### config.mk
export PLATFORM = sky130hd
export DESIGN_NAME = lru_key_value_cache
export DESIGN_NICKNAME = d
export VERILOG_FILES = /design/src/hdl/lkvc_pkg.sv /design/src/hdl/lkvc_front.sv /design/src/hdl/lkvc_back.sv /design/src/hdl/lru_key_value_cache.sv
export SDC_FILE = /design/constraint.sdc
export NUM_CORES = 2
export LEC_CHECK = 0
export ABC_CLOCK_PERIOD_IN_PS = 6900
export CORE_ASPECT_RATIO = 0.8
export CORE_MARGIN = 5
export CORE_UTILIZATION = 39
export DETAILED_ROUTE_END_ITERATION = 12
export DONT_BUFFER_PORTS = 1
export SLEW_MARGIN = 20
export SYNTH_ARGS = -nofsm -noshare
export SYNTH_HDL_FRONTEND = slang
export SYNTH_SLANG_ARGS = --single-unit
### constraint.sdc
create_clock -name clk -period 6.9 [get_ports clk]
set_input_delay 0.69 -clock clk [delete_from_list [all_inputs] [get_ports clk]]
set_output_delay 0.69 -clock clk [all_outputs]
set_load 0.1 [all_outputs]
### src/hdl/lkvc_pkg.sv
// ----------------------------------------------------------------------------
// lkvc_pkg
// Shared types and request codes for the lru key-value cache.
// ----------------------------------------------------------------------------
package lkvc_pkg;

	localparam logic [1:0] REQ_GET  = 2'd0;
	localparam logic [1:0] REQ_PUT  = 2'd1;
	localparam logic [1:0] REQ_DEL  = 2'd2;
	localparam logic [1:0] REQ_NONE = 2'd3;

	typedef enum logic [2:0] {
		ST_IDLE,
		ST_APPLY,
		ST_UNLINK,
		ST_LINK,
		ST_DONE
	} back_state_t;

endpackage

### src/hdl/lkvc_front.sv
// ----------------------------------------------------------------------------
// lkvc_front
// Two-entry queue towards the back end.
// ----------------------------------------------------------------------------
module lkvc_front #(
	parameter int KEY_BITS   = 32,
	parameter int VALUE_BITS = 32
) (
	input  logic                  clk,
	input  logic                  arst_n,
	input  logic                  in_valid,
	output logic                  in_stall,
	input  logic [1:0]            in_req,
	input  logic [KEY_BITS-1:0]   in_key,
	input  logic [VALUE_BITS-1:0] in_value,
	output logic                  q_valid,
	input  logic                  q_pop,
	output logic [1:0]            q_req,
	output logic [KEY_BITS-1:0]   q_key,
	output logic [VALUE_BITS-1:0] q_value
);
	import lkvc_pkg::*;

	localparam int W = 2 + KEY_BITS + VALUE_BITS;

	logic [W-1:0] mem_q [2];
	logic         wr_ptr_q, rd_ptr_q;
	logic [1:0]   count_q;
	logic         push;

	assign in_stall = (count_q == 2'd2);
	assign push     = in_valid && !in_stall;
	assign q_valid  = (count_q != 2'd0);
	assign {q_req, q_key, q_value} = mem_q[rd_ptr_q];

	always_ff @(posedge clk) begin
		if (push) begin
			mem_q[wr_ptr_q] <= {in_req, in_key, in_value};
		end
	end

	always_ff @(posedge clk or negedge arst_n) begin
		if (!arst_n) begin
			wr_ptr_q <= 1'b0;
			rd_ptr_q <= 1'b0;
			count_q  <= 2'd0;
		end else begin
			if (push) wr_ptr_q <= !wr_ptr_q;
			if (q_pop) rd_ptr_q <= !rd_ptr_q;
			count_q <= count_q + {1'b0, push} - {1'b0, q_pop};
		end
	end

endmodule

### src/hdl/lkvc_back.sv
// ----------------------------------------------------------------------------
// lkvc_back
// Slot store, key match and linked-list updates; one request at a time.
// ----------------------------------------------------------------------------
module lkvc_back #(
	parameter int ENTRIES    = 16,
	parameter int KEY_BITS   = 32,
	parameter int VALUE_BITS = 32
) (
	input  logic                  clk,
	input  logic                  arst_n,
	input  logic                  cfg_we,
	input  logic [4:0]            cfg_wdata,
	input  logic                  q_valid,
	output logic                  q_pop,
	input  logic [1:0]            q_req,
	input  logic [KEY_BITS-1:0]   q_key,
	input  logic [VALUE_BITS-1:0] q_value,
	output logic                  out_valid,
	input  logic                  out_stall,
	output logic                  hit,
	output logic [VALUE_BITS-1:0] read_value
);
	import lkvc_pkg::*;

	localparam int LW = $clog2(ENTRIES + 1);
	localparam int IW = $clog2(ENTRIES);
	localparam logic [LW-1:0] NONE = LW'(ENTRIES);

	back_state_t state_q, state_d;

	logic [KEY_BITS-1:0]   keys_q   [ENTRIES];
	logic [VALUE_BITS-1:0] values_q [ENTRIES];
	logic [ENTRIES-1:0]    valid_q;
	logic [LW-1:0]         prev_q   [ENTRIES];
	logic [LW-1:0]         next_q   [ENTRIES];
	logic [LW-1:0]         head_q, tail_q, free_q, slots_q;

	logic [1:0]            req_q;
	logic [KEY_BITS-1:0]   key_q;
	logic [VALUE_BITS-1:0] val_q;
	logic [VALUE_BITS-1:0] rdata_q;
	logic                  hit_q;
	logic [IW-1:0]         slot_q;
	logic                  act_q;
	logic                  link_q;

	logic [ENTRIES-1:0]    match;
	logic                  found;
	logic [IW-1:0]         found_idx;
	logic [LW-1:0]         slots_n;
	logic                  apply_ok, promote_d, evict_d, fill_d;

	always_comb begin
		match = '0;
		for (int i = 0; i < ENTRIES; i++) begin
			match[i] = valid_q[i] && (keys_q[i] == key_q) && (LW'(i) < slots_q);
		end
	end

	always_comb begin
		found_idx = '0;
		for (int i = ENTRIES - 1; i >= 0; i--) begin
			if (match[i]) found_idx = IW'(i);
		end
	end

	assign found = |match;
	assign slots_n = (32'(cfg_wdata) > 32'(ENTRIES)) ? NONE : LW'(cfg_wdata);

	assign apply_ok  = (slots_q != '0) && (req_q != REQ_NONE);
	assign promote_d = found && (req_q != REQ_DEL) && (LW'(found_idx) != head_q);
	assign evict_d   = !found && (req_q == REQ_PUT) && (free_q == NONE) && (tail_q != NONE);
	assign fill_d    = !found && (req_q == REQ_PUT) && ((free_q != NONE) || (tail_q != NONE));

	always_comb begin
		state_d = state_q;
		q_pop   = 1'b0;
		unique case (state_q)
			ST_IDLE: begin
				q_pop = q_valid;
				if (q_valid) state_d = ST_APPLY;
			end
			ST_APPLY:  state_d = ST_UNLINK;
			ST_UNLINK: state_d = ST_LINK;
			ST_LINK:   state_d = ST_DONE;
			ST_DONE:   if (!out_stall) state_d = ST_IDLE;
			default:   state_d = ST_IDLE;
		endcase
	end

	assign out_valid  = (state_q == ST_DONE);
	assign hit        = hit_q;
	assign read_value = (hit_q && req_q == REQ_GET) ? rdata_q : '0;

	always_ff @(posedge clk or negedge arst_n) begin
		if (!arst_n) begin
			state_q <= ST_IDLE;
		end else begin
			state_q <= state_d;
		end
	end

	always_ff @(posedge clk) begin
		if (q_pop) begin
			req_q <= q_req;
			key_q <= q_key;
			val_q <= q_value;
		end
	end

	always_ff @(posedge clk or negedge arst_n) begin
		if (!arst_n) begin
			valid_q <= '0;
			head_q  <= NONE;
			tail_q  <= NONE;
			free_q  <= '0;
			slots_q <= NONE;
			hit_q   <= 1'b0;
			act_q   <= 1'b0;
			link_q  <= 1'b0;
			slot_q  <= '0;
			rdata_q <= '0;
			for (int i = 0; i < ENTRIES; i++) begin
				prev_q[i] <= NONE;
				next_q[i] <= (i + 1 < ENTRIES) ? LW'(i + 1) : NONE;
			end
		end else if (cfg_we) begin
			valid_q <= '0;
			head_q  <= NONE;
			tail_q  <= NONE;
			slots_q <= slots_n;
			free_q  <= (slots_n != '0) ? '0 : NONE;
			for (int i = 0; i < ENTRIES; i++) begin
				prev_q[i] <= NONE;
				next_q[i] <= (LW'(i + 1) < slots_n) ? LW'(i + 1) : NONE;
			end
		end else begin
			unique case (state_q)
				ST_APPLY: begin
					hit_q  <= apply_ok && found;
					act_q  <= apply_ok && (promote_d || (found && req_q == REQ_DEL) || evict_d);
					link_q <= apply_ok && (promote_d || fill_d);
					if (apply_ok) begin
						if (found) begin
							slot_q <= found_idx;
							if (req_q == REQ_GET) begin
								rdata_q <= values_q[found_idx];
							end else if (req_q == REQ_PUT) begin
								values_q[found_idx] <= val_q;
							end else begin
								valid_q[found_idx] <= 1'b0;
							end
						end else if (req_q == REQ_PUT) begin
							if (free_q != NONE) begin
								slot_q <= free_q[IW-1:0];
								free_q <= next_q[free_q[IW-1:0]];
								keys_q[free_q[IW-1:0]]   <= key_q;
								values_q[free_q[IW-1:0]] <= val_q;
								valid_q[free_q[IW-1:0]]  <= 1'b1;
							end else if (tail_q != NONE) begin
								slot_q <= tail_q[IW-1:0];
								keys_q[tail_q[IW-1:0]]   <= key_q;
								values_q[tail_q[IW-1:0]] <= val_q;
								valid_q[tail_q[IW-1:0]]  <= 1'b1;
							end
						end
					end
				end
				ST_UNLINK: begin
					if (act_q) begin
						if (prev_q[slot_q] != NONE) next_q[prev_q[slot_q][IW-1:0]] <= next_q[slot_q];
						else head_q <= next_q[slot_q];
						if (next_q[slot_q] != NONE) prev_q[next_q[slot_q][IW-1:0]] <= prev_q[slot_q];
						else tail_q <= prev_q[slot_q];
						prev_q[slot_q] <= NONE;
						if (!link_q) begin
							next_q[slot_q] <= free_q;
							free_q <= LW'(slot_q);
						end else begin
							next_q[slot_q] <= NONE;
						end
					end
				end
				ST_LINK: begin
					if (link_q) begin
						prev_q[slot_q] <= NONE;
						next_q[slot_q] <= head_q;
						if (head_q != NONE) prev_q[head_q[IW-1:0]] <= LW'(slot_q);
						head_q <= LW'(slot_q);
						if (tail_q == NONE) tail_q <= LW'(slot_q);
					end
				end
				default: ;
			endcase
		end
	end

endmodule

### src/hdl/lru_key_value_cache.sv
// ----------------------------------------------------------------------------
// lru_key_value_cache
// Fixed-capacity key-value store with least-recently-used replacement.
// ----------------------------------------------------------------------------
// Requests (req_type get, put or delete, key, write_value) arrive on the
// input channel by valid/stall; every request gives one result transfer
// (hit, read_value) on the output channel.
// A front queue of two entries takes requests while the back end works.
// The back end takes the request, then does key match and data update,
// then unlinks the slot from the recency list and links it at the front,
// then holds the result; it takes the next request only after the result
// is taken.
// While the output is stalled the result holds and the back end waits;
// the front queue keeps taking requests until it is full.
// Reset leaves capacity 16, every slot free and the recency list empty.
// Writing capacity (0 to 16, larger values saturate) empties the store;
// write it only while no request is in flight.
// ----------------------------------------------------------------------------
module lru_key_value_cache #(
	parameter int ENTRIES    = 16,
	parameter int KEY_BITS   = 32,
	parameter int VALUE_BITS = 32
) (
	input  logic                  clk,
	input  logic                  arst_n,
	input  logic                  cfg_we,
	input  logic [4:0]            cfg_wdata,
	input  logic                  in_valid,
	output logic                  in_stall,
	input  logic [1:0]            req_type,
	input  logic [KEY_BITS-1:0]   key,
	input  logic [VALUE_BITS-1:0] write_value,
	output logic                  out_valid,
	input  logic                  out_stall,
	output logic                  hit,
	output logic [VALUE_BITS-1:0] read_value
);
	import lkvc_pkg::*;

	logic                  q_valid, q_pop;
	logic [1:0]            q_req;
	logic [KEY_BITS-1:0]   q_key;
	logic [VALUE_BITS-1:0] q_value;

	lkvc_front #(.KEY_BITS(KEY_BITS), .VALUE_BITS(VALUE_BITS)) u_front (
		.clk, .arst_n, .in_valid, .in_stall,
		.in_req(req_type), .in_key(key), .in_value(write_value),
		.q_valid, .q_pop, .q_req, .q_key, .q_value
	);

	lkvc_back #(.ENTRIES(ENTRIES), .KEY_BITS(KEY_BITS), .VALUE_BITS(VALUE_BITS)) u_back (
		.clk, .arst_n, .cfg_we, .cfg_wdata,
		.q_valid, .q_pop, .q_req, .q_key, .q_value,
		.out_valid, .out_stall, .hit, .read_value
	);

endmodule
Word level (Yosys, flattened, before mapping)
Memories as Yosys holds them, arrays and structs flattened. A register that Yosys moved wholly into a read port is not among the register bits. Cells that the tools add are included.

Register bits: 210. RAM bits: 1156. Input port bits: 76. Word-level logic and storage cells: 400. Memories kept: 3.

Add/sub/neg operators: 2. $lt $le $gt $ge: 47. Equality and inequality tests: 47. Mux-type cells: 149. Bitwise gates (word level): 17. Reductions and logical operators: 90.

Memory list: u_back.keys_q (depth 16, width 32, read ports 16, clocked after memory_dff 0, wr ports 1, RTL line lkvc_back.sv:32) `logic [KEY_BITS-1:0] keys_q [ENTRIES];`; u_back.values_q (depth 16, width 32, read ports 1, clocked after memory_dff 1, wr ports 1, RTL line lkvc_back.sv:33) `logic [VALUE_BITS-1:0] values_q [ENTRIES];`; u_front.mem_q (depth 2, width 66, read ports 1, clocked after memory_dff 1, wr ports 1, RTL line lkvc_front.sv:26) `logic [W-1:0] mem_q [2];`.

Operator list (number): 80-bit 2-to-1 mux (16); 32-bit == test (16); 80-bit bitwise mux (5); 80-bit case mux with 2 select lines (2); 5-bit 2-to-1 mux (43); 64-bit bitwise AND (3); 16-bit 2-to-1 mux (9); 32-bit 2-to-1 mux (4); 32-bit OR reduction (3); 4-bit 2-to-1 mux (23); 5-bit demux with 4-bit select (4); 4-bit by 5-bit less-than comparator with 1-bit output (first input constant) (16); 16-bit OR (5); 64-bit inverter (1); 5-bit binary-select mux with 4-bit select (3); 1-bit logical AND (55); 3-bit by 5-bit less-than comparator with 1-bit output (first input constant) (8); 1-bit 2-to-1 mux (31); 5-bit case mux with 2 select lines (3); 5-bit greater-or-equal comparator (second input constant) (5); 5-bit inequality test (second input constant) (5); 4-bit inverter with 5-bit output (5); 2-bit by 5-bit less-than comparator with 1-bit output (first input constant) (4); 5-bit by 1-bit less-than comparator with 1-bit output (second input constant) (4); other kinds (38) (79).

Depth between registers and ports, before layout
Depth after elaboration: 31. Mapped depth: 18. Depth with buffers taken out: 12.

By module
From an unflattened synthesis, not the netlist that was laid out.

Cells, all modules: 5044. Area total of the unflattened synthesis: 66993.0 µm².

Modules (own cells, without submodules): lkvc_back (instances 1, cells an instance 4822, area each 61923.1 µm², sequential area each 38752.2 µm²); lkvc_front (instances 1, cells an instance 222, area each 5069.9 µm², sequential area each 4063.9 µm²).

Worst setup path before layout
No wires, ideal clock.

Path type: flip-flop to flip-flop. From: register u_back.key_q[24], read port of u_front.mem_q. To: memory u_back.values_q[11][0] (enable). Setup time: 421 ps. Data arrival time: 4831 ps. Slack: 1648 ps. Stages on the path, launching flop included: 15. Period minus slack after synthesis: 5252 ps. Cell sequence: edfxtp_1 -> buf_4 -> xor2_1 -> or4_1 -> or4b_1 -> nor4_2 -> a211oi_1 -> o2111ai_1 -> a21oi_1 -> buf_4 -> buf_2 -> a21oi_1 -> a21oi_1 -> or2_2 -> nor2_1.

Cells in the longest elaborated chain, start to end: 21. Elaborated cells on any way between the ends: 89. Those cells by class: eq/ne: 16; mux: 35; reduce/logical: 38.

RTL lines: start, declared (RTL line lkvc_back.sv:40) `logic [KEY_BITS-1:0] key_q;`; 32-bit == test (RTL line lkvc_back.sv:57) `match[i] = valid_q[i] && (keys_q[i] == key_q) && (LW'(i) < slots_q);`; 1-bit logical AND (2 in a row) (RTL line lkvc_back.sv:57); 4-bit 2-to-1 mux (16 in a row) (RTL line lkvc_back.sv:64) `if (match[i]) found_idx = IW'(i);`; 4-bit 2-to-1 mux (no line) (2 in a row); end, declared (RTL line lkvc_back.sv:33).

Parallel ways exist; a longest one is shown, timed or not.

Worst setup path in the final report
From: register u_back.key_q[10], read port of u_front.mem_q. To: register u_back.rdata_q[21], read port of u_back.values_q.

Cells in the longest elaborated chain, start to end: 19. Elaborated cells on any way between the ends: 66. Those cells by class: eq/ne: 16; mux: 16; reduce/logical: 34.

RTL lines: 32-bit == test (RTL line lkvc_back.sv:57); 1-bit logical AND (2 in a row) (RTL line lkvc_back.sv:57); 4-bit 2-to-1 mux (16 in a row) (RTL line lkvc_back.sv:64); end, declared (RTL line lkvc_back.sv:42) `logic [VALUE_BITS-1:0] rdata_q;`.

Parallel ways exist; a longest one is shown, timed or not. A chain may end at the register's enable or synchronous reset.

==> results.md <==
- Outcome: finished clean
- Most used DFF post-synth: edfxtp_1
- Switching Power: 0.0107 W
- Core ar.: 172000 um^2
- Clock slew at reported path FFs: 60 ps
- Initial cell density of the core: 39.3%
- Post-synthesis cell count: 5161
- Vias in the first global route: 44100
- Vias per cell: 6.08
- DRC errors left: 0
- Leakage Power: 26.2 nW
- Simple-gate portion of the synthesized area: 10.4%
- H-tree levels: 4
- Avg WL per Cell: 27.8 um
- Clock buffer depth: 3
- Share of the synthesized area in the top cell type: 54.2%
- IO Count: 111
- Final-report hold violation count: 0
- Max Fclk: 0.176 GHz
- Routed vias: 46600
- Critical path type: reg2reg
- Largest area contributor in the netlist: edfxtp_1
- Max Slew Vio Count: 0
- RSZ-0062 raised after global routing: no
- XOR/XNOR Fraction of Synth Area: 6.78%
- Min-Delay Path Depth: 1
- Setup TNS: 0 ps
- Area contributors post-synth: edfxtp_1 54%, dfrtp_1 7.0%, mux2i_1 3.4%
- Post-synthesis mux area share: 7.63%
- Top-count cell post-synth: edfxtp_1
- Hpwl dp: 136 mm
- CTS buffer count: 154
- CTS tree: done
- Worst VDD drop: 0.000333 V
- Starting DRT DRC Count: 6372
- Async set-reset flop share out of synthesis: 16.5%
- Synth cell types: 94
- Setup Skew: 70.3 ps
- Share of layout cells above drive strength 1: 13.7%
- CTS root buf: clkbuf_16
- Global-route wire length before repair: 309 mm
- Largest net degree at the start of global routing: 243
- Cell area after layout: 77000 um^2
- GR Layer Usage met3: 5.35%
- Final period util: 82.5%
- DIE WIDTH: 476 um
- Worst setup EP type: flip-flop
- Seq/Total Area, Yosys: 63.2%
- GRT overflow: 0
- Post-synth top cells: 1222 x edfxtp_1, 396 x nand2_1, 353 x nor2_1
- Die Ht: 383 um
- Yosys warning total: 0
- IO buf count: 0
- Post-Synth Adder-Cell Area: 0.0369%
- Synth Area per Inst: 13.1 um^2
- Mapped Nets: 5239
- Layer with the highest usage: met1
- Clk Latency, worst-skew pair: 810 ps
- Post-Synthesis Cell Area: 67700 um^2
- GP Congestion: 0.951
- Largest family of logic cells by synthesized area: simple AND/OR/NAND/NOR gates
- Met2 Use GR: 32.4%
- Pwr Density: 381 nW/um^2
- Clock sinks: 1464
- Total GRT Usage: 22.7%
- Worst setup SP type: flip-flop
- EDFF count, synth: 1222
- Share of power burned in registers: 42.3%
- Number of max-cap violations: 0
- Setup Fix Bufs, Post-CTS: 0
- Final WL: 213 mm
- Hold crit path type: in2reg
- Setup-failing EPs final: 0
- Pint: 0.0187 W
- Switch share: 36.3%
- Slew headroom: 23.4%
- Actual slew at the worst max-slew pin: 1140 ps
- CP Max Fanout: 51
- Routing usage on met1: 34.4%
- Drt pass-1 iters: 6
- Initial antenna violation count: 15
- Final nets: 5333
- Worst Path Arrival: 6390 ps
- CP required: 7600 ps
- Std-Cell Rows: 136
- Comb power frac: 28.7%
- Area grow syn2layout: 13.6%
- Minimum clock period: 5690 ps
- Final ANT Viol Nets: 0
- Placed cell area: 71000 um^2
- #FFs+latches synth: 1464
- Clk pwr share: 29.0%
- Compound-cell area share of the yosys netlist: 9.58%
- FF-to-FF path depth: 13
- Die area: 182000 um^2
[power by group through the flow]
stage	clock network (W)	registers [W]	logic, W
final	0.00851	0.0124	0.00843
after global routing	0.00901	0.0125	0.00882
after CTS	0.00863	0.0124	0.00820
after detailed placement	0	0.0125	0.00809
after global placement	0	0.0125	0.00805
after floorplan	0	0.0120	0.00517
[worst max-delay path: stages (launching register included)]
cell,delay (ps)
edfxtp_1,790
buf_4,530
xor2_1,170
or4_1,420
nor4_1,400
and3_1,390
a211oi_2,110
o221ai_2,560
a21o_4,680
inv_1,390
and3_1,410
a221oi_1,350
nand4_1,170
o22a_1,180
[per-stage QoR]
step	total power [W]	worst slack [ps]	hold WS, ps	cells	util (%)
floorplan	0.0171	1650	394	5161	-
global placement	0.0205	1320	406	7304	41.2
detailed placement	0.0206	1270	407	7304	41.2
CTS	0.0292	1200	1.69	7658	44.6
global route	0.0303	867	37.6	7663	44.7
finish	0.0293	1210	72.4	7666	44.7
[layout make-up]
| class | count | area [um^2] |
|---|---|---|
| multi-input combinational | 3348 | 23600 |
| clock inverter | 77 | 965 |
| fill | 15300 | 95200 |
| clock buffer | 208 | 4210 |
| tap | 2277 | 2850 |
| antenna | 5 | 12.5 |
| inverter | 33 | 124 |
| timing repair buffer | 254 | 2330 |
| sequential | 1464 | 42800 |
[kinds of logic after synthesis]
kind of cell / after synthesis
xor+xnor: 522
buf+inv: 349
simple gates: 1429
flops: 1464
mux: 409
fa+ha+maj: 2
compound gates: 986
[layer usage]
| metal | share of wire (%) | vias to the layer above |
|---|---|---|
| li1 | - | 19900 |
| met1 | 44 | 23600 |
| met2 | 42 | 2734 |
| met3 | 11 | 399 |
| met4 | 3.0 | 6 |
| met5 | 0.022 | - |
[flip-flops by register name, summed over array words and instances, names as in the netlist, 16 cells and up]
name and cells:
u_front.mem_q 132, u_back.key_q 32, u_back.prev_q 80, u_back.valid_q 16
u_back.next_q 80, u_back.val_q 32, u_back.values_q 512, u_back.rdata_q 32
u_back.keys_q 512
[worst paths after layout]
path / start / to / slack [ps]
max: u_back.key_q[10]$_DFFE_PP_ / u_back.rdata_q[21]$_DFFE_PN0P_ / 1210
min: cfg_wdata[2] / u_back.slots_q[2]$_DFFE_PN0P_ / 70
max reg2reg: u_back.key_q[10]$_DFFE_PP_ / u_back.rdata_q[21]$_DFFE_PN0P_ / 1210
min reg2reg: u_back.act_q$_DFFE_PN0P_ / u_back.act_q$_DFFE_PN0P_ / 490
max in group asynchronous: arst_n / u_front.rd_ptr_q$_DFFE_PN0P_ / 4870
min in group asynchronous: arst_n / u_back.next_q[67]$_DFFE_PN0P_ / 530
[cells in the final DEF, fill, tap and decap left out, types with 50 or more instances in the layout]
cell,instances
nor2_1,315
a211oi_1,98
buf_4,167
mux2_2,92
a22o_1,50
a22oi_1,66
edfxtp_1,1222
nor4_1,133
dlygate4sd3_1,69
nor3_1,51
xor2_1,259
dfstp_2,52
o21ai_0,293
mux2i_1,229
and3_1,54
mux4_2,75
clkbuf_16,156
xnor2_1,260
o31ai_1,53
dfrtp_1,185
nand3_1,98
a21oi_1,164
nand4_1,137
nand2_1,395
[timing repair]
action | in CTS | in global routing
setup endpoints to repair | 0 | 0
resized for setup | 0 | 0
hold endpoints to repair | 381 | 27
hold buffers | 69 | 1
Power figures use the tool's default switching activity.
